--- src/rtl/core/flash_program_erase_sequencer_macros.svh ---
// Assertion macros for the flash program/erase sequencer.
// Used by the top level; expects clk and rst_n in scope.
`ifndef FLASH_PROGRAM_ERASE_SEQUENCER_MACROS_SVH
`define FLASH_PROGRAM_ERASE_SEQUENCER_MACROS_SVH

`ifndef NO_ASSERTIONS
// cond must hold at every edge out of reset
`define FPES_ASSERT_ALWAYS(lbl, cond) \
    lbl: assert property (@(posedge clk) disable iff (!rst_n) (cond)) \
        else $error("fpes assertion failed");
// pre at an edge implies post at the same edge
`define FPES_ASSERT_IMPLY(lbl, pre, post) \
    lbl: assert property (@(posedge clk) disable iff (!rst_n) (pre) |-> (post)) \
        else $error("fpes assertion failed");
`else
`define FPES_ASSERT_ALWAYS(lbl, cond)
`define FPES_ASSERT_IMPLY(lbl, pre, post)
`endif

`endif

--- src/rtl/core/fpes_pkg.sv ---
// Shared types and constants of the flash program/erase sequencer.
// No dependencies.
`timescale 1ns / 1ps

package fpes_pkg;

    localparam int MAX_UNIT_DEF    = 256;
    localparam int RETRY_LIMIT_DEF = 20;
    localparam int FIFO_DEPTH_DEF  = 4;

    // phases
    localparam logic [2:0] PH_IDLE         = 3'd0;
    localparam logic [2:0] PH_ERASE        = 3'd1;
    localparam logic [2:0] PH_ERASE_WAIT   = 3'd2;
    localparam logic [2:0] PH_PROGRAM      = 3'd3;
    localparam logic [2:0] PH_TOGGLE_FIRST = 3'd4;
    localparam logic [2:0] PH_TOGGLE_CHECK = 3'd5;

    // input commands
    localparam logic [1:0] CMD_TICK  = 2'd0;
    localparam logic [1:0] CMD_PROG  = 2'd1;
    localparam logic [1:0] CMD_ERASE = 2'd2;

    // result ops
    localparam logic [1:0] OP_BYTE   = 2'd0;
    localparam logic [1:0] OP_UNIT   = 2'd1;
    localparam logic [1:0] OP_STATUS = 2'd2;

    // burst kinds handed from front to back
    localparam logic [1:0] KIND_STATUS = 2'd0;
    localparam logic [1:0] KIND_ERASE  = 2'd1;
    localparam logic [1:0] KIND_PROG   = 2'd2;

    // configuration register indexes
    localparam logic [1:0] CFG_ADDR_A   = 2'd0;
    localparam logic [1:0] CFG_ADDR_B   = 2'd1;
    localparam logic [1:0] CFG_UNIT     = 2'd2;
    localparam logic [1:0] CFG_RETRY_ON = 2'd3;

    localparam logic [15:0] ADDR_A_RST = 16'h5555;
    localparam logic [15:0] ADDR_B_RST = 16'h2AAA;
    localparam logic [8:0]  UNIT_RST   = 9'd1;

    // flash command bytes
    localparam logic [7:0] CB_UNLOCK1 = 8'hAA;
    localparam logic [7:0] CB_UNLOCK2 = 8'h55;
    localparam logic [7:0] CB_PROGRAM = 8'hA0;
    localparam logic [7:0] CB_ERASE   = 8'h80;
    localparam logic [7:0] CB_SECTOR  = 8'h10;
    localparam logic [7:0] BYTE_ERASED = 8'hFF;
    localparam int         DQ6_BIT    = 6;

    localparam logic [2:0] ERASE_LAST_STEP = 3'd5;
    localparam logic [2:0] PROG_LAST_STEP  = 3'd3;

    typedef struct packed {
        logic [15:0] addr_a;
        logic [15:0] addr_b;
        logic [8:0]  unit_bytes;
        logic        retry_on;
    } cfg_t;

    typedef struct packed {
        logic [1:0]  kind;
        logic [15:0] address;
        logic [15:0] offset;
        logic [8:0]  unit;
        logic [2:0]  phase;
    } desc_t;

    typedef struct packed {
        logic full;
        logic empty;
    } fifo_stat_t;

endpackage

--- src/rtl/core/fpes_if.sv ---
// Stream interfaces of the flash program/erase sequencer: input items and results.
// No dependencies.
`timescale 1ns / 1ps

interface fpes_in_if;
    logic        valid;
    logic        ready;
    logic [1:0]  command;
    logic [15:0] start_address;
    logic [15:0] byte_count;
    logic [7:0]  poll_byte;
    logic        verify_mismatch;
    logic [7:0]  source_byte;

    modport source (output valid, command, start_address, byte_count, poll_byte,
                    verify_mismatch, source_byte, input ready);
    modport sink (input valid, command, start_address, byte_count, poll_byte,
                  verify_mismatch, source_byte, output ready);
endinterface

interface fpes_out_if;
    logic        valid;
    logic        ready;
    logic [1:0]  op;
    logic [15:0] bus_address;
    logic [7:0]  bus_data;
    logic [8:0]  unit_count;
    logic [15:0] buffer_offset;
    logic [2:0]  phase;
    logic        last;

    modport source (output valid, op, bus_address, bus_data, unit_count, buffer_offset,
                    phase, last, input ready);
    modport sink (input valid, op, bus_address, bus_data, unit_count, buffer_offset,
                  phase, last, output ready);
endinterface

--- src/rtl/core/flash_program_erase_sequencer.sv ---
// NOR flash program/erase sequencer using JEDEC unlock cycles and DQ6 toggle
// polling. Every input item is taken while the descriptor queue (FIFO_DEPTH
// entries) has room; it yields one burst of results: one status result, six
// erase command writes, or two unlock writes, the program command and a unit write.
// The back end issues one result per cycle while out_ch.ready is high; start
// items replace a running job at once. Configuration writes take effect on
// the next clock and must only be made while no results are pending.
// Depends on fpes_pkg, fpes_if, fpes_fifo, fpes_front, fpes_back and the macros header.
`timescale 1ns / 1ps
`include "flash_program_erase_sequencer_macros.svh"

module flash_program_erase_sequencer #(
    parameter int MAX_UNIT    = fpes_pkg::MAX_UNIT_DEF,
    parameter int RETRY_LIMIT = fpes_pkg::RETRY_LIMIT_DEF,
    parameter int FIFO_DEPTH  = fpes_pkg::FIFO_DEPTH_DEF
) (
    input  logic        clk,
    input  logic        rst_n,
    fpes_in_if.sink     in_ch,
    fpes_out_if.source  out_ch,
    input  logic        cfg_we,
    input  logic [1:0]  cfg_index,
    input  logic [15:0] cfg_data
);

    fpes_pkg::cfg_t       cfg_reg;
    fpes_pkg::desc_t      push_desc;
    fpes_pkg::desc_t      pop_desc;
    fpes_pkg::fifo_stat_t fifo_stat;
    logic                 push;
    logic                 pop;

    always_ff @(posedge clk or negedge rst_n)
    begin
        if (!rst_n)
        begin
            cfg_reg.addr_a     <= fpes_pkg::ADDR_A_RST;
            cfg_reg.addr_b     <= fpes_pkg::ADDR_B_RST;
            cfg_reg.unit_bytes <= fpes_pkg::UNIT_RST;
            cfg_reg.retry_on   <= 1'b0;
        end
        else if (cfg_we)
        begin
            case (cfg_index)
                fpes_pkg::CFG_ADDR_A:   cfg_reg.addr_a     <= cfg_data;
                fpes_pkg::CFG_ADDR_B:   cfg_reg.addr_b     <= cfg_data;
                fpes_pkg::CFG_UNIT:     cfg_reg.unit_bytes <= cfg_data[8:0];
                fpes_pkg::CFG_RETRY_ON: cfg_reg.retry_on   <= cfg_data[0];
                default: ;
            endcase
        end
    end

    fpes_front #(
        .MAX_UNIT    (MAX_UNIT),
        .RETRY_LIMIT (RETRY_LIMIT)
    ) u_front (
        .clk       (clk),
        .rst_n     (rst_n),
        .in_ch     (in_ch),
        .cfg       (cfg_reg),
        .fifo_full (fifo_stat.full),
        .push      (push),
        .push_desc (push_desc)
    );

    fpes_fifo #(
        .DEPTH (FIFO_DEPTH)
    ) u_fifo (
        .clk       (clk),
        .rst_n     (rst_n),
        .push      (push),
        .push_data (push_desc),
        .pop       (pop),
        .pop_data  (pop_desc),
        .stat      (fifo_stat)
    );

    fpes_back u_back (
        .clk        (clk),
        .rst_n      (rst_n),
        .cfg        (cfg_reg),
        .fifo_empty (fifo_stat.empty),
        .pop_desc   (pop_desc),
        .pop        (pop),
        .out_ch     (out_ch)
    );

    // a status result is always the only result of its item
    `FPES_ASSERT_IMPLY(a_status_alone, out_ch.valid && out_ch.op == fpes_pkg::OP_STATUS, out_ch.last)
    // unit write closes a program burst and leaves the job in first toggle read
    `FPES_ASSERT_IMPLY(a_unit_last, out_ch.valid && out_ch.op == fpes_pkg::OP_UNIT, out_ch.last && out_ch.phase == fpes_pkg::PH_TOGGLE_FIRST)
    // the only burst closing on a byte write is the erase, with the sector command
    `FPES_ASSERT_IMPLY(a_erase_end, out_ch.valid && out_ch.op == fpes_pkg::OP_BYTE && out_ch.last, out_ch.bus_data == fpes_pkg::CB_SECTOR && out_ch.phase == fpes_pkg::PH_ERASE_WAIT)
    // queue never pops while it is empty
    `FPES_ASSERT_ALWAYS(a_pop_ok, !pop || !fifo_stat.empty)

endmodule

--- src/rtl/core/fpes_fifo.sv ---
// Short descriptor queue between sequencer front and back.
// Depends on fpes_pkg.
`timescale 1ns / 1ps

module fpes_fifo #(
    parameter int DEPTH = fpes_pkg::FIFO_DEPTH_DEF
) (
    input  logic                clk,
    input  logic                rst_n,
    input  logic                push,
    input  fpes_pkg::desc_t     push_data,
    input  logic                pop,
    output fpes_pkg::desc_t     pop_data,
    output fpes_pkg::fifo_stat_t stat
);

    localparam int PTR_W = (DEPTH > 1) ? $clog2(DEPTH) : 1;
    localparam int CNT_W = $clog2(DEPTH + 1);
    localparam logic [PTR_W-1:0] PTR_LAST = PTR_W'(DEPTH - 1);
    localparam logic [CNT_W-1:0] CNT_FULL = CNT_W'(DEPTH);

    fpes_pkg::desc_t  entry_reg [DEPTH];
    logic [PTR_W-1:0] wr_ptr_reg;
    logic [PTR_W-1:0] rd_ptr_reg;
    logic [CNT_W-1:0] count_reg;
    logic             do_push;
    logic             do_pop;

    assign stat.full  = (count_reg == CNT_FULL);
    assign stat.empty = (count_reg == '0);
    assign do_push    = push && !stat.full;
    assign do_pop     = pop && !stat.empty;
    assign pop_data   = entry_reg[rd_ptr_reg];

    always_ff @(posedge clk or negedge rst_n)
    begin
        if (!rst_n)
        begin
            wr_ptr_reg <= '0;
            rd_ptr_reg <= '0;
            count_reg  <= '0;
        end
        else
        begin
            if (do_push)
            begin
                wr_ptr_reg <= (wr_ptr_reg == PTR_LAST) ? '0 : wr_ptr_reg + 1'b1;
            end
            if (do_pop)
            begin
                rd_ptr_reg <= (rd_ptr_reg == PTR_LAST) ? '0 : rd_ptr_reg + 1'b1;
            end
            if (do_push && !do_pop)
            begin
                count_reg <= count_reg + 1'b1;
            end
            else if (do_pop && !do_push)
            begin
                count_reg <= count_reg - 1'b1;
            end
        end
    end

    always_ff @(posedge clk)
    begin
        if (do_push)
        begin
            entry_reg[wr_ptr_reg] <= push_data;
        end
    end

endmodule

--- src/rtl/core/fpes_front.sv ---
// Sequencer front: accepts items, steps the job state, queues one burst per item.
// Depends on fpes_pkg and fpes_in_if.
`timescale 1ns / 1ps

module fpes_front #(
    parameter int MAX_UNIT    = fpes_pkg::MAX_UNIT_DEF,
    parameter int RETRY_LIMIT = fpes_pkg::RETRY_LIMIT_DEF
) (
    input  logic            clk,
    input  logic            rst_n,
    fpes_in_if.sink         in_ch,
    input  fpes_pkg::cfg_t  cfg,
    input  logic            fifo_full,
    output logic            push,
    output fpes_pkg::desc_t push_desc
);

    localparam logic [16:0] MAX_UNIT_W = 17'(MAX_UNIT);
    localparam logic [4:0]  RETRY_MAX  = 5'(RETRY_LIMIT);

    logic [2:0]  phase_reg,  phase_next;
    logic        erase_reg,  erase_next;
    logic [15:0] addr_reg,   addr_next;
    logic [15:0] remain_reg, remain_next;
    logic [15:0] offset_reg, offset_next;
    logic        toggle_reg, toggle_next;
    logic [4:0]  retry_reg,  retry_next;

    logic [8:0]  eff_unit;
    logic [15:0] eff_unit_w;
    logic [1:0]  kind;
    logic        dq6;
    logic        is_start;

    assign in_ch.ready = !fifo_full;
    assign push        = in_ch.valid && !fifo_full;
    assign dq6         = in_ch.poll_byte[fpes_pkg::DQ6_BIT];
    assign is_start    = (in_ch.command == fpes_pkg::CMD_PROG)
                      || (in_ch.command == fpes_pkg::CMD_ERASE);

    // unit size clamped to 1..MAX_UNIT
    always_comb
    begin
        if (cfg.unit_bytes == '0)
        begin
            eff_unit = 9'd1;
        end
        else if ({8'd0, cfg.unit_bytes} > MAX_UNIT_W)
        begin
            eff_unit = MAX_UNIT_W[8:0];
        end
        else
        begin
            eff_unit = cfg.unit_bytes;
        end
    end

    assign eff_unit_w = {7'd0, eff_unit};

    always_comb
    begin
        phase_next  = phase_reg;
        erase_next  = erase_reg;
        addr_next   = addr_reg;
        remain_next = remain_reg;
        offset_next = offset_reg;
        toggle_next = toggle_reg;
        retry_next  = retry_reg;
        kind        = fpes_pkg::KIND_STATUS;
        if (is_start)
        begin
            erase_next  = (in_ch.command == fpes_pkg::CMD_ERASE);
            phase_next  = erase_next ? fpes_pkg::PH_ERASE : fpes_pkg::PH_PROGRAM;
            addr_next   = in_ch.start_address;
            remain_next = erase_next ? eff_unit_w : in_ch.byte_count;
            offset_next = '0;
            retry_next  = '0;
        end
        else
        begin
            case (phase_reg)
                fpes_pkg::PH_ERASE:
                begin
                    kind       = fpes_pkg::KIND_ERASE;
                    phase_next = fpes_pkg::PH_ERASE_WAIT;
                end
                fpes_pkg::PH_ERASE_WAIT:
                begin
                    if (in_ch.poll_byte == fpes_pkg::BYTE_ERASED)
                    begin
                        phase_next = fpes_pkg::PH_IDLE;
                    end
                end
                fpes_pkg::PH_PROGRAM:
                begin
                    // a lone erased byte needs no write
                    if (eff_unit != 9'd1 || in_ch.source_byte != fpes_pkg::BYTE_ERASED)
                    begin
                        kind = fpes_pkg::KIND_PROG;
                    end
                    phase_next = fpes_pkg::PH_TOGGLE_FIRST;
                end
                fpes_pkg::PH_TOGGLE_FIRST:
                begin
                    toggle_next = dq6;
                    phase_next  = fpes_pkg::PH_TOGGLE_CHECK;
                end
                fpes_pkg::PH_TOGGLE_CHECK:
                begin
                    if (dq6 == toggle_reg && cfg.retry_on && !erase_reg
                        && retry_reg < RETRY_MAX && in_ch.verify_mismatch)
                    begin
                        // reprogram; toggle bit keeps its old value
                        retry_next = retry_reg + 1'b1;
                        phase_next = fpes_pkg::PH_PROGRAM;
                    end
                    else
                    begin
                        toggle_next = dq6;
                        if (dq6 == toggle_reg)
                        begin
                            retry_next  = '0;
                            addr_next   = addr_reg + eff_unit_w;
                            offset_next = offset_reg + eff_unit_w;
                            remain_next = (remain_reg > eff_unit_w) ?
                                          remain_reg - eff_unit_w : '0;
                            phase_next  = (remain_next == '0 || erase_reg) ?
                                          fpes_pkg::PH_IDLE : fpes_pkg::PH_PROGRAM;
                        end
                    end
                end
                default:
                begin
                    phase_next = fpes_pkg::PH_IDLE;
                end
            endcase
        end
    end

    always_comb
    begin
        push_desc.kind    = kind;
        push_desc.address = addr_next;
        push_desc.offset  = offset_reg;
        push_desc.unit    = eff_unit;
        push_desc.phase   = phase_next;
    end

    always_ff @(posedge clk or negedge rst_n)
    begin
        if (!rst_n)
        begin
            phase_reg  <= fpes_pkg::PH_IDLE;
            erase_reg  <= 1'b0;
            addr_reg   <= '0;
            remain_reg <= '0;
            offset_reg <= '0;
            toggle_reg <= 1'b0;
            retry_reg  <= '0;
        end
        else if (push)
        begin
            phase_reg  <= phase_next;
            erase_reg  <= erase_next;
            addr_reg   <= addr_next;
            remain_reg <= remain_next;
            offset_reg <= offset_next;
            toggle_reg <= toggle_next;
            retry_reg  <= retry_next;
        end
    end

endmodule

--- src/rtl/core/fpes_back.sv ---
// Sequencer back: expands queued bursts into bus write and status results, one per cycle while out_ch.ready is high.
// Depends on fpes_pkg and fpes_out_if.
`timescale 1ns / 1ps

module fpes_back (
    input  logic            clk,
    input  logic            rst_n,
    input  fpes_pkg::cfg_t  cfg,
    input  logic            fifo_empty,
    input  fpes_pkg::desc_t pop_desc,
    output logic            pop,
    fpes_out_if.source      out_ch
);

    fpes_pkg::desc_t desc_reg;
    logic            busy_reg;
    logic [2:0]      step_reg;
    logic            last_step;
    logic            xfer;
    logic            load;

    always_comb
    begin
        case (desc_reg.kind)
            fpes_pkg::KIND_ERASE: last_step = (step_reg == fpes_pkg::ERASE_LAST_STEP);
            fpes_pkg::KIND_PROG:  last_step = (step_reg == fpes_pkg::PROG_LAST_STEP);
            default:              last_step = 1'b1;
        endcase
    end

    assign xfer = out_ch.valid && out_ch.ready;
    assign load = !busy_reg || (xfer && last_step);
    assign pop  = load && !fifo_empty;

    always_ff @(posedge clk or negedge rst_n)
    begin
        if (!rst_n)
        begin
            busy_reg <= 1'b0;
            step_reg <= '0;
        end
        else if (pop)
        begin
            busy_reg <= 1'b1;
            step_reg <= '0;
        end
        else if (load)
        begin
            busy_reg <= 1'b0;
        end
        else if (xfer)
        begin
            step_reg <= step_reg + 1'b1;
        end
    end

    always_ff @(posedge clk)
    begin
        if (pop)
        begin
            desc_reg <= pop_desc;
        end
    end

    always_comb
    begin
        out_ch.valid         = busy_reg;
        out_ch.last          = last_step;
        out_ch.phase         = desc_reg.phase;
        out_ch.op            = fpes_pkg::OP_BYTE;
        out_ch.bus_address   = cfg.addr_a;
        out_ch.bus_data      = '0;
        out_ch.unit_count    = '0;
        out_ch.buffer_offset = '0;
        case (desc_reg.kind)
            fpes_pkg::KIND_ERASE:
            begin
                case (step_reg)
                    3'd0: out_ch.bus_data = fpes_pkg::CB_UNLOCK1;
                    3'd1:
                    begin
                        out_ch.bus_address = cfg.addr_b;
                        out_ch.bus_data    = fpes_pkg::CB_UNLOCK2;
                    end
                    3'd2: out_ch.bus_data = fpes_pkg::CB_ERASE;
                    3'd3: out_ch.bus_data = fpes_pkg::CB_UNLOCK1;
                    3'd4:
                    begin
                        out_ch.bus_address = cfg.addr_b;
                        out_ch.bus_data    = fpes_pkg::CB_UNLOCK2;
                    end
                    default: out_ch.bus_data = fpes_pkg::CB_SECTOR;
                endcase
            end
            fpes_pkg::KIND_PROG:
            begin
                case (step_reg)
                    3'd0: out_ch.bus_data = fpes_pkg::CB_UNLOCK1;
                    3'd1:
                    begin
                        out_ch.bus_address = cfg.addr_b;
                        out_ch.bus_data    = fpes_pkg::CB_UNLOCK2;
                    end
                    3'd2: out_ch.bus_data = fpes_pkg::CB_PROGRAM;
                    default:
                    begin
                        out_ch.op            = fpes_pkg::OP_UNIT;
                        out_ch.bus_address   = desc_reg.address;
                        out_ch.unit_count    = desc_reg.unit;
                        out_ch.buffer_offset = desc_reg.offset;
                    end
                endcase
            end
            default:
            begin
                out_ch.op          = fpes_pkg::OP_STATUS;
                out_ch.bus_address = desc_reg.address;
            end
        endcase
    end

endmodule
--- src/flat_wrapper.sv ---
// flat-port wrapper written by rule: the top's interface ports become plain ports
module flash_program_erase_sequencer_flat 
#(
    parameter int MAX_UNIT    = fpes_pkg::MAX_UNIT_DEF,
    parameter int RETRY_LIMIT = fpes_pkg::RETRY_LIMIT_DEF,
    parameter int FIFO_DEPTH  = fpes_pkg::FIFO_DEPTH_DEF
)
  (clk, rst_n, cfg_we, cfg_index, cfg_data, in_ch_valid, in_ch_command, in_ch_start_address, in_ch_byte_count, in_ch_poll_byte, in_ch_verify_mismatch, in_ch_source_byte, in_ch_ready, out_ch_valid, out_ch_op, out_ch_bus_address, out_ch_bus_data, out_ch_unit_count, out_ch_buffer_offset, out_ch_phase, out_ch_last, out_ch_ready);
  fpes_in_if in_ch_i ();
  fpes_out_if out_ch_i ();
  input  logic clk;
  input  logic rst_n;
  input  logic cfg_we;
  input  logic [1:0] cfg_index;
  input  logic [15:0] cfg_data;
  input wire logic [$bits(in_ch_i.valid)-1:0] in_ch_valid;
  input wire logic [$bits(in_ch_i.command)-1:0] in_ch_command;
  input wire logic [$bits(in_ch_i.start_address)-1:0] in_ch_start_address;
  input wire logic [$bits(in_ch_i.byte_count)-1:0] in_ch_byte_count;
  input wire logic [$bits(in_ch_i.poll_byte)-1:0] in_ch_poll_byte;
  input wire logic [$bits(in_ch_i.verify_mismatch)-1:0] in_ch_verify_mismatch;
  input wire logic [$bits(in_ch_i.source_byte)-1:0] in_ch_source_byte;
  output wire logic [$bits(in_ch_i.ready)-1:0] in_ch_ready;
  output wire logic [$bits(out_ch_i.valid)-1:0] out_ch_valid;
  output wire logic [$bits(out_ch_i.op)-1:0] out_ch_op;
  output wire logic [$bits(out_ch_i.bus_address)-1:0] out_ch_bus_address;
  output wire logic [$bits(out_ch_i.bus_data)-1:0] out_ch_bus_data;
  output wire logic [$bits(out_ch_i.unit_count)-1:0] out_ch_unit_count;
  output wire logic [$bits(out_ch_i.buffer_offset)-1:0] out_ch_buffer_offset;
  output wire logic [$bits(out_ch_i.phase)-1:0] out_ch_phase;
  output wire logic [$bits(out_ch_i.last)-1:0] out_ch_last;
  input wire logic [$bits(out_ch_i.ready)-1:0] out_ch_ready;
  assign in_ch_i.valid = in_ch_valid;
  assign in_ch_i.command = in_ch_command;
  assign in_ch_i.start_address = in_ch_start_address;
  assign in_ch_i.byte_count = in_ch_byte_count;
  assign in_ch_i.poll_byte = in_ch_poll_byte;
  assign in_ch_i.verify_mismatch = in_ch_verify_mismatch;
  assign in_ch_i.source_byte = in_ch_source_byte;
  assign in_ch_ready = in_ch_i.ready;
  assign out_ch_valid = out_ch_i.valid;
  assign out_ch_op = out_ch_i.op;
  assign out_ch_bus_address = out_ch_i.bus_address;
  assign out_ch_bus_data = out_ch_i.bus_data;
  assign out_ch_unit_count = out_ch_i.unit_count;
  assign out_ch_buffer_offset = out_ch_i.buffer_offset;
  assign out_ch_phase = out_ch_i.phase;
  assign out_ch_last = out_ch_i.last;
  assign out_ch_i.ready = out_ch_ready;
  flash_program_erase_sequencer #(.MAX_UNIT(MAX_UNIT), .RETRY_LIMIT(RETRY_LIMIT), .FIFO_DEPTH(FIFO_DEPTH)) u_core (.clk(clk), .rst_n(rst_n), .in_ch(in_ch_i), .out_ch(out_ch_i), .cfg_we(cfg_we), .cfg_index(cfg_index), .cfg_data(cfg_data));
endmodule
--- config.mk ---
export PLATFORM = sky130hd
export DESIGN_NAME = flash_program_erase_sequencer_flat
export DESIGN_NICKNAME = d
export VERILOG_FILES = /design/src/rtl/core/fpes_pkg.sv /design/src/rtl/core/fpes_if.sv /design/src/rtl/core/flash_program_erase_sequencer.sv /design/src/rtl/core/fpes_fifo.sv /design/src/rtl/core/fpes_front.sv /design/src/rtl/core/fpes_back.sv /design/src/flat_wrapper.sv
export VERILOG_INCLUDE_DIRS = /design/src /design/src/rtl/core
export SDC_FILE = /design/constraint.sdc
export NUM_CORES = 1
export LEC_CHECK = 0
export BUFFER_PORTS_ARGS = -buffer_cell sky130_fd_sc_hd__buf_2
export CORE_ASPECT_RATIO = 0.5
export CORE_UTILIZATION = 50
export CTS_CLUSTER_DIAMETER = 30
export DETAILED_ROUTE_END_ITERATION = 10
export GPL_TIMING_DRIVEN = 0
export PLACE_DENSITY = 0.7
export RECOVER_POWER = 25
export SKIP_LAST_GASP = 1
export SYNTH_ARGS = -nofsm -noshare
export SYNTH_HDL_FRONTEND = slang
export SYNTH_SLANG_ARGS = --single-unit
--- constraint.sdc ---
create_clock -name clk -period 4.51 [get_ports clk]
set_input_delay 0.6765 -clock clk [delete_from_list [all_inputs] [get_ports clk]]
set_output_delay 0.6765 -clock clk [all_outputs]
set_load 0.01 [all_outputs]
==> out/qor.txt, run 1 <==
run status = complete, but fails checks
violated checks = max-capacitance violations, max-slew violations
width of the die = 256 µm
cell area after layout = 0.0190 mm²
Routed Wire Length = 40,200 µm
register area share after synthesis = 60.1%
worst slew margin relative to its limit = -85.4%
post-synthesis to final-layout area growth = 17.4%
GRT Total Usage = 24.5%
clock skew = 0.0253 ns
cell-by-cell listing of the critical path = inv_1 > nand2_1 > inv_1 > ha_1 > a21o_1 > a21oi_1 > o21ai_0 > a2111o_1 > a41oi_1 > nor3_1 > xnor2_1 > a21oi_1
NetSw = 4.87 mW
Hold Path Class = primary input to flop
number of synthesis warnings = 0
commonest cells after routing, fill and taps aside = 230 x sky130_fd_sc_hd__edfxtp_1, 133 x sky130_fd_sc_hd__buf_2, 94 x sky130_fd_sc_hd__dfrtp_1
overall power after layout = 13.4 mW
post-route clock period utilization = 95.8%
DR iter-0 viols = 1,231
TritonCTS clock tree = built
Final setup viols = 0
Clock Power Share = 25.3%
Max-Cap Viols = 1
Max clock buf depth = 3
dpl hpwl = 28,100 µm
launching element type of the critical path = flop
total instance count after detailed placement = 1,761
antenna cell count = 0
proportion of power drawn by combinational gates = 38.1%
async set-or-reset flop fraction in the synthesized netlist = 32.6%
pin slew with the least headroom to its limit = 2.78 ns
I/O pin count = 131
routed length per placed instance = 21.9 µm
post-route non-filler standard cell count = 1,837
Skew-Pair Late Insertion Delay = 0.55 ns
net count of the mapped netlist = 1,312
Crit Path Class = flop to flop
Post-synth EDFFs = 230
unrepaired setup endpoints after global routing = false
vias in the first global route = 10,819
slowest CP cell = sky130_fd_sc_hd__dfrtp_4
fillers = 2,432
Peak VDD IR = 0.296 mV
peak per-stage delay on the critical path = 0.61 ns
DRT Pass-1 Iters = 6
Via Count = 10,964
hold_ws = 0.381 ns
fin. max-slew vios = 47
share of layout cells above drive strength 1 = 26.9%
largest net degree at the start of global routing = 66
fin util = 59.8%
number of routed nets with antenna violations = 0
endpoint class of the critical path = flop
sequential share of power = 36.6%
commonest non-fill, non-tap cell in the layout = sky130_fd_sc_hd__edfxtp_1
worst path bufs/invs = 2
Cell Rows = 46
min Tclk post-route = 4.32 ns
Largest register FFs = 184
Final TNS setup = 0 ns
area of the core = 0.0317 mm²
CTS clock-pin slew for the worst setup and hold paths = 0.07 ns
cell family with most CP delay = compound AO/OA/AOI/OAI gates
clock buffer count from CTS = 40
number of clock sinks seen by CTS = 341
number of port buffers = 130
Total Die Area = 0.0330 mm²
worst hold stages = 2
routability congestion estimate from global placement = 0.892
master cell of the clock root buffer = sky130_fd_sc_hd__clkbuf_16
nets@finish = 1,493
area of the multi-input gates = 0.00605 mm²
count of cell instances traversed by the critical path = 12
Post-Synthesis Mean Instance Area = 13.5 µm²
leakage = 7.38 nW
pre-CTS WS = -0.513 ns
number of storage elements in the synthesis netlist = 341
largest fanout of any net on the critical path = 10
number of H-tree levels = 2
net switching share of the total power = 36.3%
most used flip-flop cell after synthesis = sky130_fd_sc_hd__edfxtp_1
post-synth design cell area = 0.0161 mm²
Hold Violations, Final = 0
worst reg2reg path depth = 12
Placement Cell Area = 0.0175 mm²
Required @ worst endpoint = 4.77 ns
mean number of vias per cell = 5.97
grt total ovfl = 0
number of antenna violations at the first check in global routing = 0
area taken by flip-flops and latches = 0.00971 mm²
distinct cell type count of the synthesized netlist = 72
synthesized instance count = 1,192
drt drc = 0
wire length of the first global-routing pass = 61,900 µm
Power Internal = 8.54 mW
initial standard-cell utilization of the core = 50.9%
post-route worst setup slack = 0.188 ns
data arrival time of the critical path = 4.59 ns
vertical die dimension = 129 µm
maximum operating frequency = 231 MHz
cell area power density = 708 mW/mm²
layer usage:
metal,wire (µm),part of all wire [%],up-vias,track usage [%]
li1,-,-,4942,-
met1,17400,43,5561,33.5
met2,19300,48,401,41.0
met3,2900,7.2,60,4.97
met4,587,1.5,0,5.21
met5,0,0,-,0
logic make-up (layout without fill, tap and decap cells):
family	after synthesis	in the layout	share of synthesized area [%]
flip-flops	341	341	60.1
AND/OR/NAND/NOR	303	303	9.57
AO/OA/AOI/OAI	229	229	9.72
multiplexers	133	133	12.3
buffers and inverters	108	321	2.76
adder cells (fa/ha/maj)	46	46	3.75
XOR/XNOR	32	32	1.74
path summary, 6_finish.rpt:
path | start | slack (ns) | endpoint
min | cfg_data[13] | 0.38 | u_core.cfg_reg[23]
max | u_core.cfg_reg[9] | 0.19 | u_core.u_fifo.entry_reg[0][43]
max in group asynchronous | rst_n | 1.54 | u_core.cfg_reg[9]
max reg2reg | u_core.cfg_reg[9] | 0.19 | u_core.u_fifo.entry_reg[0][43]
min in group asynchronous | rst_n | 1.02 | u_core.cfg_reg[20]
min reg2reg | u_core.u_front.remain_reg[0] | 0.49 | u_core.u_front.remain_reg[0]
cells in the mapped netlist (14+ instances only):
master                     number  area, µm²
sky130_fd_sc_hd__edfxtp_1     230       6910
sky130_fd_sc_hd__dfrtp_1       95       2380
sky130_fd_sc_hd__nand2_1       72        270
sky130_fd_sc_hd__nor2_1        70        263
sky130_fd_sc_hd__mux2_2        69        777
sky130_fd_sc_hd__a21oi_1       56        280
sky130_fd_sc_hd__clkbuf_1      46        173
sky130_fd_sc_hd__mux4_2        46       1040
sky130_fd_sc_hd__o21ai_0       44        220
sky130_fd_sc_hd__ha_1          42        526
sky130_fd_sc_hd__inv_1         42        158
sky130_fd_sc_hd__and2_1        32        200
sky130_fd_sc_hd__nor3_1        25        125
sky130_fd_sc_hd__xnor2_1       19        166
sky130_fd_sc_hd__mux2i_1       18        180
sky130_fd_sc_hd__nand3_1       17       85.1
sky130_fd_sc_hd__dfstp_2       16        420
sky130_fd_sc_hd__a222oi_1      15        150
sky130_fd_sc_hd__and3_1        14       87.6
repair_timing:
| action | in CTS | in global routing |
|---|---|---|
| setup endpoints to repair | 50 | 44 |
| hold buffers | 0 | 0 |
| pin swaps | 0 | 2 |
| resized for setup | 8 | 12 |
| buffers inserted | 0 | 2 |
cell type report:
| cell class | count | area share (%) |
|---|---|---|
| plain buffers | 65 | 1.51 |
| well taps | 432 | 2.85 |
| inverters | 43 | 0.852 |
| flip-flops and latches | 341 | 51.2 |
| repair buffers | 139 | 4.21 |
| clock buffers | 47 | 5.75 |
| clock inverters | 27 | 1.67 |
| multi-input cells | 743 | 31.9 |
power by group through the flow:
| stage | sequential (mW) | combinational [mW] | clock (mW) |
|---|---|---|---|
| after floorplan | 4.81 | 3.48 | 0 |
| after global placement | 4.94 | 4.87 | 0 |
| after detailed placement | 4.95 | 5.05 | 0 |
| after CTS | 4.90 | 5.10 | 3.44 |
| after global routing | 4.99 | 5.59 | 3.56 |
| final | 4.90 | 5.11 | 3.39 |
worst reg2reg max path, cell delays in order (launching register included):
cell and delay [ns]:
sky130_fd_sc_hd__dfrtp_4 0.61, sky130_fd_sc_hd__inv_1 0.25, sky130_fd_sc_hd__nand2_1 0.16, sky130_fd_sc_hd__inv_1 0.35, sky130_fd_sc_hd__ha_1 0.32, sky130_fd_sc_hd__a21o_1 0.19, sky130_fd_sc_hd__a21oi_1 0.23, sky130_fd_sc_hd__o21ai_0 0.16
sky130_fd_sc_hd__a2111o_1 0.47, sky130_fd_sc_hd__a41oi_1 0.48, sky130_fd_sc_hd__nor3_1 0.18, sky130_fd_sc_hd__xnor2_1 0.16, sky130_fd_sc_hd__a21oi_1 0.50
Power figures use the tool's default switching activity.
==> run 2, diff against run 1 <==
CORE_UTILIZATION = 54   (was 50)
PLACE_DENSITY = 0.75   (was 0.7)
SYNTH_HIERARCHICAL = 1   (was default)
==> out/qor.txt, run 2 <==
run status = complete, but fails checks
violated checks = max-capacitance violations, max-slew violations
Skew-Pair Late Insertion Delay = 0.54 ns (about the same)
routed length per placed instance = 22.7 µm (+3.9%)
top area cells in the synthesized netlist = sky130_fd_sc_hd__edfxtp_1 43%, sky130_fd_sc_hd__dfrtp_1 15%, sky130_fd_sc_hd__mux4_2 6.4%, sky130_fd_sc_hd__mux2_2 3.3%, sky130_fd_sc_hd__ha_1 3.3%
number of clock sinks seen by CTS = 341 (unchanged)
Largest register FFs = 184 (unchanged)
peak per-stage delay on the critical path = 0.61 ns (about the same)
antenna cell count = 0 (unchanged)
hold_ws = 0.379 ns (-0.00196 ns)
master cell of the clock root buffer = sky130_fd_sc_hd__clkbuf_16
TritonCTS clock tree = built
fin. max-slew vios = 52 (+11%)
min Tclk post-route = 4.29 ns (-0.0365 ns)
drt drc = 0 (unchanged)
launching element type of the critical path = flop
vias in the first global route = 11,080 (+2.4%)
routability congestion estimate from global placement = 0.942 (+5.7%)
number of storage elements in the synthesis netlist = 341 (unchanged)
share of layout cells above drive strength 1 = 27.6% (+0.69 points)
cell seen most often among critical-path stages = sky130_fd_sc_hd__o21ai_0
clock skew = 0.0207 ns (-0.00466 ns)
number of routed nets with antenna violations = 0 (unchanged)
commonest cells after routing, fill and taps aside = 230 x sky130_fd_sc_hd__edfxtp_1, 144 x sky130_fd_sc_hd__buf_2, 94 x sky130_fd_sc_hd__dfrtp_1
clock buffer count from CTS = 42 (+5.0%)
cell area after layout = 0.0189 mm² (-0.30%)
cell area power density = 726 mW/mm² (+2.6%)
Synth top cells by count = 230 x sky130_fd_sc_hd__edfxtp_1, 95 x sky130_fd_sc_hd__dfrtp_1, 93 x sky130_fd_sc_hd__nand2_1
grt total ovfl = 0 (unchanged)
DR iter-0 viols = 984 (-20%)
most used flip-flop cell after synthesis = sky130_fd_sc_hd__edfxtp_1
I/O pin count = 131 (unchanged)
largest net degree at the start of global routing = 61 (-7.6%)
Post-synth EDFFs = 230 (unchanged)
nets@finish = 1,494 (+0.067%)
Crit Path Class = flop to flop
slowest CP cell = sky130_fd_sc_hd__or4_1
wire length of the first global-routing pass = 62,500 µm (+0.86%)
area of the core = 0.0292 mm² (-8.0%)
post-synthesis to final-layout area growth = 17.0%
Post-Synthesis Mean Instance Area = 13.6 µm² (+0.12%)
library cell with the highest instance count after synthesis = sky130_fd_sc_hd__edfxtp_1
dpl hpwl = 28,500 µm (+1.4%)
Total Die Area = 0.0306 mm² (-7.3%)
unrepaired setup endpoints after global routing = false
number of H-tree levels = 2 (unchanged)
synthesized instance count = 1,191 (-0.084%)
cell-by-cell listing of the critical path = or4_1 > nor4_4 > nor2_1 > nor2_4 > ha_1 > inv_1 > fa_1 > nor2b_1 > o21ai_0 > a21boi_1 > o21ai_0 > a21oi_1 > xnor2_1 > nand2_1 > a31oi_1
share of the synthesized area in the top cell type = 42.8% (about the same)
Required @ worst endpoint = 4.78 ns (about the same)
Routed Wire Length = 40,800 µm (+1.7%)
initial standard-cell utilization of the core = 55.3% (+4.4 points)
Peak VDD IR = 0.419 mV (+42%)
post-synth design cell area = 0.0161 mm² (about the same)
Hold Violations, Final = 0 (unchanged)
net count of the mapped netlist = 1,312 (unchanged)
slack of the worst reg-to-reg path = 0.22 ns (+0.04 ns)
post-synth top area cell = sky130_fd_sc_hd__edfxtp_1
pin slew with the least headroom to its limit = 3.21 ns (+0.428 ns)
CTS clock-pin slew for the worst setup and hold paths = 0.06 ns (about the same)
fillers = 2,133 (-12%)
async set-or-reset flop fraction in the synthesized netlist = 32.6% (unchanged)
number of synthesis warnings = 6 (+6)
distinct cell type count of the synthesized netlist = 83 (+15%)
Via Count = 10,930 (-0.31%)
width of the die = 247 µm (-3.7%)
vertical die dimension = 124 µm (-3.7%)
leakage = 7.40 nW (+0.31%)
Hold Path Class = primary input to flop
register area share after synthesis = 60.1% (about the same)
GRT Total Usage = 27.1% (+2.6 points)
DRT Pass-1 Iters = 5 (-1)
number of port buffers = 130 (unchanged)
fin util = 64.8% (+5.0 points)
largest fanout of any net on the critical path = 4 (-6)
data arrival time of the critical path = 4.56 ns (-0.03 ns)
endpoint class of the critical path = flop
Max clock buf depth = 3 (unchanged)
Final TNS setup = 0 ns (unchanged)
Final setup viols = 0 (unchanged)
Placement Cell Area = 0.0174 mm² (-0.29%)
mean number of vias per cell = 6.08 (+1.9%)
worst slew margin relative to its limit = -114% (-29 points)
post-route clock period utilization = 95.0% (-0.81 points)
commonest non-fill, non-tap cell in the layout = sky130_fd_sc_hd__edfxtp_1
Max-Cap Viols = 1 (unchanged)
Cell Rows = 44 (-4.3%)
maximum operating frequency = 233 MHz (+0.85%)
number of antenna violations at the first check in global routing = 0 (unchanged)
run 2: cell count changes after synthesis, moves of 10 or more:
| cell | before | now |
|---|---|---|
| sky130_fd_sc_hd__clkbuf_1 | 46 | 27 |
| sky130_fd_sc_hd__buf_2 | 5 | 16 |
| sky130_fd_sc_hd__nor3b_1 | 4 | 14 |
| sky130_fd_sc_hd__mux2_2 | 69 | 48 |
| sky130_fd_sc_hd__a221o_1 | 3 | 15 |
| sky130_fd_sc_hd__a222oi_1 | 15 | 0 |
| sky130_fd_sc_hd__o221ai_1 | 10 | 0 |
| sky130_fd_sc_hd__nand2_1 | 72 | 93 |
run 2: through the flow:
step	power, mW	cells	setup WS [ns]
2_1_floorplan	8.61	1191	0.576
4_1_cts	13.7	1795	0.0694
6_report	13.7	1797	0.224
3_5_place_dp	10.3	1718	-0.569
3_3_place_gp	10.1	1712	-0.730
5_1_grt	14.4	1797	0.0223
run 2: metal layers:
layer / part of all wire [%] / GRT usage, % / up-vias
met2: 47 / 42.8 / 408
met1: 44 / 39.1 / 5572
met5: 0 / 0 / -
li1: - / - / 4892
met4: 2.0 / 7.88 / 0
met3: 6.7 / 4.20 / 58
run 2: where the power goes:
part	leakage, nW	internal, mW	switching, mW
Sequential	3.49	4.59	0.503
Combinational	3.23	2.20	3.10
Clock	0.684	1.95	1.38
run 2: cell families after synthesis:
group	Yosys count	synth area share (%)
buf+inv	105	3.27
compound gates	233	9.63
fa+ha+maj	47	3.83
flops	341	60.1
mux	118	11.3
xor+xnor	30	1.67
simple gates	317	10.2
run 2: final timing paths:
path                       cells past startpoint                    startpoint                        endpoint
setup / recovery                              15             u_core/cfg_reg[6]  u_core/u_fifo/entry_reg[3][36]
hold / removal                                 2                  cfg_data[13]              u_core/cfg_reg[39]
setup reg to reg                              15             u_core/cfg_reg[6]  u_core/u_fifo/entry_reg[3][36]
hold reg to reg                                2  u_core/u_front/remain_reg[8]    u_core/u_front/remain_reg[8]
max in group asynchronous                      1                         rst_n   u_core/u_front/remain_reg[14]
min in group asynchronous                      1                         rst_n      u_core/u_back/out_ch.valid
run 2: worst max-delay path, delay by kind of cell (launching register included):
family | cells | cell delay, ns
and+or+nand+nor | 6 | 1.43
AOI/OAI and AO/OA | 5 | 1.26
adders and majority gates | 2 | 0.59
DFF | 1 | 0.48
xor gates and xnor gates | 1 | 0.19
buffers and inverters | 1 | 0.06
run 2: timing repair:
item,4_1_cts,5_1_grt
setup endpoints to repair,47,43
buffers inserted,0,2
pin swaps,0,1
resized for setup,6,6
hold buffers,0,0
run 2: area by class of cell:
class / count / area [µm²] / share of cell area, %
sequential: 341 / 9710 / 51.4
multi-input combinational: 745 / 5960 / 31.6
clock buffer: 49 / 1130 / 5.97
timing repair buffer: 138 / 803 / 4.25
tap: 391 / 489 / 2.59
buffer: 69 / 393 / 2.08
clock inverter: 28 / 275 / 1.46
inverter: 36 / 136 / 0.722
==> run 3, diff against run 2 <==
PLACE_DENSITY = 0.81   (was 0.75)
RECOVER_POWER = 100   (was 25)
SLEW_MARGIN = 25   (was default)
==> out/qor.txt, run 3 (synthesis gave the netlist of run 2 again) <==
Total Die Area = 0.0306 mm² (unchanged)
Max-Cap Viols = 1 (unchanged)
Hold Violations, Final = 0 (unchanged)
TritonCTS clock tree = built
largest fanout of any net on the critical path = 43 (+39)
endpoint class of the critical path = flop
post-route clock period utilization = 96.3% (+1.3 points)
hold_ws = 0.380 ns (+0.000387 ns)
worst hold stages = 2 (unchanged)
GRT Total Usage = 27.9% (+0.82 points)
width of the die = 247 µm (unchanged)
commonest non-fill, non-tap cell in the layout = sky130_fd_sc_hd__edfxtp_1
CTS clock-pin slew for the worst setup and hold paths = 0.07 ns (about the same)
vias in the first global route = 11,306 (+2.0%)
met3 track utilization from global routing = 5.75% (+1.6 points)
worst hold path endpoint = u_core/cfg_reg[40]
area taken by flip-flops and latches = 0.00971 mm² (unchanged)
post-route non-filler standard cell count = 1,798 (+0.056%)
Via Count = 11,253 (+3.0%)
I/O pin count = 131 (unchanged)
share of layout cells above drive strength 1 = 23.1% (-4.5 points)
number of antenna violations at the first check in global routing = 0 (unchanged)
DRT Pass-1 Iters = 6 (+1)
fillers = 2,127 (-0.28%)
Largest register FFs = 184 (unchanged)
Final TNS setup = 0 ns (unchanged)
clock buffer count from CTS = 43 (+2.4%)
cell area power density = 735 mW/mm² (+1.2%)
area of the multi-input gates = 0.00589 mm² (-1.3%)
drt drc = 0 (unchanged)
number of routed nets with antenna violations = 0 (unchanged)
Final setup viols = 0 (unchanged)
fin util = 64.0% (-0.75 points)
layer carrying the most global-route usage = met2
violated checks = max-capacitance violations, max-slew violations
worst reg2reg path depth = 9 (-6)
initial standard-cell utilization of the core = 55.3% (unchanged)
commonest cells after routing, fill and taps aside = 230 x sky130_fd_sc_hd__edfxtp_1, 106 x sky130_fd_sc_hd__buf_2, 94 x sky130_fd_sc_hd__dfrtp_1
met1 usage = 38.4% (-0.63 points)
data arrival time of the critical path = 4.35 ns (-0.21 ns)
total instance count after detailed placement = 1,719 (+0.058%)
master cell of the clock root buffer = sky130_fd_sc_hd__clkbuf_16
maximum operating frequency = 230 MHz (-1.3%)
mean number of vias per cell = 6.26 (+2.9%)
routability congestion estimate from global placement = 0.941 (-0.12%)
Skew-Pair Late Insertion Delay = 0.56 ns (+0.02 ns)
wire length of the first global-routing pass = 64,600 µm (+3.4%)
Required @ worst endpoint = 4.52 ns (-0.26 ns)
clock skew = 0.0314 ns (+0.0107 ns)
beginning of the worst hold path = cfg_data[14]
Peak VDD IR = 0.350 mV (-16%)
Hold Path Class = primary input to flop
terminus of the critical flop-to-flop path = u_core/u_fifo/entry_reg[3][25]
number of clock sinks seen by CTS = 341 (unchanged)
post-synthesis to final-layout area growth = 15.7%
number of port buffers = 130 (unchanged)
Crit Path Class = flop to flop
number of H-tree levels = 2 (unchanged)
min Tclk post-route = 4.34 ns (+0.0576 ns)
area of the core = 0.0292 mm² (unchanged)
leakage = 7.17 nW (-3.1%)
met2 Resource Use GR = 44.1% (+1.3 points)
Routed Wire Length = 41,900 µm (+2.6%)
source of the worst register-to-register timing path = u_core/u_fifo/count_reg[0]
nets@finish = 1,495 (+0.067%)
Max clock buf depth = 3 (unchanged)
vertical die dimension = 124 µm (unchanged)
grt total ovfl = 0 (unchanged)
crit path launch = u_core/u_fifo/count_reg[0]
Cell Rows = 44 (unchanged)
largest net degree at the start of global routing = 68 (+11%)
DR iter-0 viols = 1,162 (+18%)
worst slew margin relative to its limit = -69.9% (+44 points)
launching element type of the critical path = flop
unrepaired setup endpoints after global routing = false
slack of the worst reg-to-reg path = 0.17 ns (-0.06 ns)
run status = complete, but fails checks
overall power after layout = 13.7 mW (about the same)
routed length per placed instance = 23.3 µm (+2.5%)
dpl hpwl = 28,300 µm (-0.67%)
fin. max-slew vios = 45 (-13%)
pin slew with the least headroom to its limit = 2.55 ns (-0.662 ns)
cts-stage hold buffer count = 0 (unchanged)
[run 3: per-stage QoR]
stage               area, µm²  setup slack (ns)
floorplan               16200             0.576
global placement        17300            -0.685
detailed placement      17500            -0.320
CTS                     19000            0.0323
global route            18700            0.0212
finish                  18700             0.167
[run 3: worst max-delay path by stage]
| stage | endpoint |
|---|---|
| finish | u_core/u_fifo/entry_reg[3][25] |
| global route | u_core/u_fifo/entry_reg[3][22] |
| CTS | u_core/u_fifo/entry_reg[1][38] |
| detailed placement | u_core/u_fifo/entry_reg[3][40] |
| global placement | u_core/u_fifo/count_reg[1] |
| floorplan | u_core/u_fifo/count_reg[1] |
[run 3: layer usage]
metal  vias up  part of all wire (%)
met4         0                   3.2
met1      5651                    41
met5         -                     0
met2       607                    47
li1       4894                     -
met3       101                   9.0
[run 3: critical path, cell delays in order (launching register included)]
cell	delay, ns
sky130_fd_sc_hd__dfrtp_1	0.45
sky130_fd_sc_hd__nor3b_1	0.42
sky130_fd_sc_hd__inv_1	0.13
sky130_fd_sc_hd__nand2_1	0.32
sky130_fd_sc_hd__clkinv_1	0.36
sky130_fd_sc_hd__clkbuf_1	0.39
sky130_fd_sc_hd__nor2b_1	0.24
sky130_fd_sc_hd__clkbuf_1	0.22
sky130_fd_sc_hd__and2_0	0.38
sky130_fd_sc_hd__clkbuf_2	0.82
[run 3: final cells by class]
| type | instances | share of cell area [%] |
|---|---|---|
| repair buffers | 138 | 3.69 |
| plain buffers | 69 | 1.74 |
| inverters | 36 | 0.724 |
| flip-flops and latches | 341 | 52.0 |
| clock buffers | 47 | 6.01 |
| well taps | 391 | 2.62 |
| diodes | 1 | 0.0134 |
| multi-input cells | 745 | 31.5 |
| clock inverters | 30 | 1.72 |
[run 3: power breakdown]
group / total [mW] / switching (mW) / leakage [nW] / internal, mW
sequential: 5.12 / 0.512 / 3.49 / 4.60
combinational: 5.16 / 3.14 / 2.99 / 2.02
clock: 3.44 / 1.46 / 0.696 / 1.98
[run 3: what timing repair did]
item / in CTS / in global routing
gates resized for setup: 4 / 6
pin swaps: 0 / 1
setup endpoints to repair: 25 / 38
buffers inserted: 0 / 1
